[config.mk]
export PLATFORM = sky130hd
export DESIGN_NAME = slpp_ram
export DESIGN_NICKNAME = d
export VERILOG_FILES = /design/src/rtl/slpp_ram.sv
export SDC_FILE = /design/constraint.sdc
export NUM_CORES = 1
export LEC_CHECK = 0
export BUFFER_PORTS_ARGS = -buffer_cell sky130_fd_sc_hd__buf_2
export CORE_MARGIN = 2
export CORE_UTILIZATION = 50
export DETAILED_ROUTE_END_ITERATION = 12
export PLACE_DENSITY = 0.77
export SLEW_MARGIN = 20
export SYNTH_ARGS = -nofsm -noshare
export SYNTH_HDL_FRONTEND = slang
export SYNTH_SLANG_ARGS = --single-unit
[constraint.sdc]
create_clock -name i_clk -period 2 [get_ports i_clk]
set_input_delay 0.5 -clock i_clk [delete_from_list [all_inputs] [get_ports i_clk]]
set_output_delay 0.5 -clock i_clk [all_outputs]
set_load 0.05 [all_outputs]
[src/rtl/slpp_ram.sv]
module slpp_ram #(
    parameter int WIDTH = 8,
    parameter int DEPTH = 16
) (
    input  logic                                  i_clk,
    input  logic                                  i_we,
    input  logic [(DEPTH > 1 ? $clog2(DEPTH) : 1)-1:0] i_waddr,
    input  logic [WIDTH-1:0]                      i_wdata,
    input  logic [(DEPTH > 1 ? $clog2(DEPTH) : 1)-1:0] i_raddr,
    output logic [WIDTH-1:0]                      o_rdata
);

    logic [WIDTH-1:0] r_mem [DEPTH];
    logic [WIDTH-1:0] r_rdata;

    // one write port, one registered read port
    always_ff @(posedge i_clk) begin
        if (i_we) begin
            r_mem[i_waddr] <= i_wdata;
        end
        r_rdata <= r_mem[i_raddr];
    end

    assign o_rdata = r_rdata;

endmodule

After elaboration in Yosys (flattened, before gate mapping):

Memory sizes are Yosys's and may differ from the RTL's. A register that Yosys moved wholly into a read port is not among the register bits.
Index checks and enable logic that the tools add are counted.

* flip-flop bits (word level): 0
* bits in writable memories: 128
* input port bits: 18
* output and inout bits: 8
* word-level logic and storage cells: 3
* memories kept: 1

* multiplexer cells: 2

Memories
* r_mem: words 16, width 8, read ports 1, clocked after Yosys merged registers in 1, wr ports 1, line 13 `logic [WIDTH-1:0] r_mem [DEPTH];`

Operators by type and width (count)
* $mux W1: 2

Logic depth before layout (Yosys ltp):

* depth in word-level cells: 2
* gate-level depth with buffers: 5
* gate-level depth less buffers: 3

Worst setup path before layout:

OpenSTA, ideal clock, no wires.

* path kind: input to register
* start: input port i_waddr[2] (netlist name)
* end: memory r_mem[0][0], enable pin
* library setup time: 0.383 ns
* arrival time: 1.610 ns
* required time: 1.617 ns
* setup slack: 0.007 ns
* cell stages on the path: 2
* buffers on the path: 0
* cell sequence: or3b_2 -> nor3_1

RTL lines
* from (decl): line 7 `input logic [(DEPTH > 1 ? $clog2(DEPTH) : 1)-1:0] i_waddr,`
* to (decl): line 13

Straight into the memory's write port.

Worst setup path in the final report:

* start: register r_rdata[7] (netlist: o_rdata[7]) (read register of r_mem)
* end: output port o_rdata[7]

RTL lines
* from (decl): line 14 `logic [WIDTH-1:0] r_rdata;`
* to (decl): line 10 `output logic [WIDTH-1:0] o_rdata`

No word-level cell between the ends.

==> out/qor.yml <==
flow_run:
  cap_violations: 0
sta:
  finalHoldViolCount: 0
  timing.hold.ws_ns: 0.364
  finalSetupViolations: 0
  drv_slew: 0
  tns_ns: 0
  finalWorstSetupSlack_ns: 0.285
  max_slew_margin_pct: 73.8
  fmax_mhz: 583
  rsz0062_at_grt: "no"
  fin_worst_skew_ns: 0.00636
  finalCritPeriodShare_pct: 85.7
  tightest_slew_ns: 0.392
  finalCriticalPeriod_ns: 1.71
final_layout:
  final_util_pct: 60.2
  area_growth_syn_to_layout_pct: 18.6
  n_fill_cell: 679
  multiInputGateArea_um2: 1060
  regArea_um2: 4000
  drive_gt1_share_pct: 32.2
  finalNetCount: 303
global_route:
  antenna_found_initial: 1
  grt_pass1_wl_um: 15400
  top_usage_layer: "met2"
  grt.total_usage_pct: 19.8
  grt_start_max_net_pins: 28
  met1_usage_pct: 26.4
  use_met2_pct: 31.1
  use_met3_pct: 6.49
  grt-ovfl-total: 0
  grt_pass1_vias: 2574
critical_path:
  cp.depth: 1
  path_delay_family: "flip-flops"
  crit_type: "reg -> out"
  endpoint_kind: "output port"
  cp_num_buf_inv: 1
  worstSetupStartpointType: "flop"
  cp_cell_sequence: "buf_2"
  slowest_delay_ns: 0.40
  cp_slowest_cell: "dfxtp_1"
  arrival_ns: 1.21
  r2r_start: "r_mem[5][2]"
  critPathRequiredTime_ns: 1.50
  cp_max_fo: 2
  cp-startpoint: "o_rdata[7]"
  regToRegEndpoint: "o_rdata[2]"
  ff2ff_setup_slack_ns: 0.60
  r2r_cells: 3
  cp-endpoint: "o_rdata[7]"
placed_design:
  io_buffers: 25
  dp_slack_ns: 0.105
  dp_hpwl_um: 6260
  routabilityCongestion: 0.787
yosys:
  synthDistinctLibCells: 19
  netlist_instances: 229
  ys_warn_count: 0
  ys_ff_latch: 136
  synth_top_area_share_pct: 74.7
  syn_nets: 247
  netlist_area_um2: 5150
  synth.avg_cell_area_um2: 22.5
  synth_area_leaders: "edfxtp_1 (75%), mux4_2 (7.9%), mux4_1 (7.1%)"
  ys_seq_area_share_pct: 77.8
  yosys.area.top_type: "edfxtp_1"
die:
  die_h_um: 105
  design.core.area_um2: 10100
  die_w_um: 105
  fp.dieArea_um2: 11100
  initial_core_util_pct: 50.8
  io_pins: 26
  rows: 37
worst_hold_path:
  hold_class: "in -> reg"
  hold_depth: 1
power_and_ir_drop:
  p_per_area_nw_per_um2: 1050
  p_sw_share_pct: 22.1
  intPower_w: 0.00497
  p_switching_w: 0.00141
  p_leak_nw: 2.08
  pwr-share-seq_pct: 50.2
  clkPwrFrac_pct: 44.1
  p_comb_share_pct: 5.7
  irDropWorstVdd_v: 0.000545
clock_tree:
  hold_buffers: 0
  worst_skew_pair.late_latency_ns: 0.52
  cts_tree: "done"
  cts_buffers: 17
  cts_setup_buffers: 0
  clk_pin_slew_ns: 0.06
  cts_max_path_buffers: 2
  cts.sinks: 136
  post_cts_resize_count: 0
  clockRootBuffer: "clkbuf_8"
  cts_htree_levels: 4
run_status:
  status: "finished, final reports clean"
route:
  via_count: 2496
  drt-vias-per-instance: 5.74
  avgRoutedWirePerCell_um: 22.9
  drt_iter0_drc: 202
  detail-route-antenna-nets: 0
  drc: 0
  firstDrtPassIters: 4
  drt_wl_total_um: 9950
-- worst min-delay path by stage --
stage                      start  slack, ns     endpoint
global placement    r_mem[11][3]       0.65   o_rdata[3]
floorplan             i_wdata[0]       0.60  r_mem[0][0]
global route          i_wdata[4]       0.36  r_mem[1][4]
finish                i_wdata[6]       0.36  r_mem[6][6]
detailed placement  r_mem[10][5]       0.67   o_rdata[5]
CTS                   i_wdata[6]       0.35  r_mem[6][6]
-- metal layers --
metal	wire [um]	share of wire, %	up-vias
met3	657	6.6	18
met4	174	1.7	0
li1	-	-	1091
met5	0	0	-
met1	4020	40	1274
met2	5100	51	113
-- cell type report --
class	instances	share of cell area (%)
antenna	1	0.0410
clock buffer	18	6.84
timing repair buffer	47	5.37
multi-input combinational	83	17.3
sequential	136	65.6
tap	136	2.79
clock inverter	14	2.07
-- cell usage in the layout, fill, tap and decap left out, types with 2 or more instances in the layout --
cell / count
buf_12: 3
mux4_2: 18
clkinvlp_4: 4
clkinv_2: 2
nand2_1: 9
nand2b_1: 2
clkbuf_16: 16
mux4_1: 14
dfxtp_1: 8
nor2_1: 13
nand3b_1: 2
a22oi_1: 16
nor3_1: 4
inv_6: 3
buf_2: 25
edfxtp_1: 128
buf_4: 19
clkinv_4: 3
-- power by group through the flow --
stage	Clock (W)	Sequential (W)	Combinational, W
after floorplan	0	0.00333	0.000162
after global placement	0	0.00326	0.000355
after detailed placement	0	0.00327	0.000366
after CTS	0.00285	0.00321	0.000370
after global routing	0.00299	0.00321	0.000392
final	0.00281	0.00321	0.000366
-- registers in the layout, indices dropped and copies added (netlist names) --
signal / cells
o_rdata: 8
r_mem: 128
-- metrics by stage --
step           power (W)  instance area (um2)  std cells
2_1_floorplan    0.00349                 5150        229
3_3_place_gp     0.00362                 5560        402
3_5_place_dp     0.00363                 5560        402
4_1_cts          0.00643                 6100        434
5_1_grt          0.00659                 6100        434
6_report         0.00638                 6110        435
-- synth_stat cells (all sizes together) --
| library cell | number |
|---|---|
| nor2 | 13 |
| dfxtp | 8 |
| buf | 7 |
| nand3b | 2 |
| nand2 | 9 |
| nand3 | 1 |
| or3b | 1 |
| nor3 | 4 |
| clkdlybuf4s25 | 3 |
| and2b | 1 |
| edfxtp | 128 |
| nand2b | 2 |
| a22oi | 16 |
| nor2b | 1 |
| mux4 | 32 |
| and2 | 1 |
-- logic make-up (layout without fill, tap and decap cells) --
| family | Yosys count | in the layout | share of synthesized area (%) |
|---|---|---|---|
| buffers and inverters | 10 | 79 | 1.68 |
| other | 0 | 1 | 0 |
| AOI/OAI and AO/OA | 16 | 16 | 2.33 |
| and+or+nand+nor | 35 | 35 | 3.18 |
| muxes | 32 | 32 | 15.0 |
| DFF | 136 | 136 | 77.8 |
-- worst reg2reg max path: stages (launching register included) --
cell and delay [ns]:
edfxtp_1 0.38, mux4_1 0.56, a22oi_1 0.23, nand2_1 0.10
Note: power is estimated with default switching activity, not from simulation.
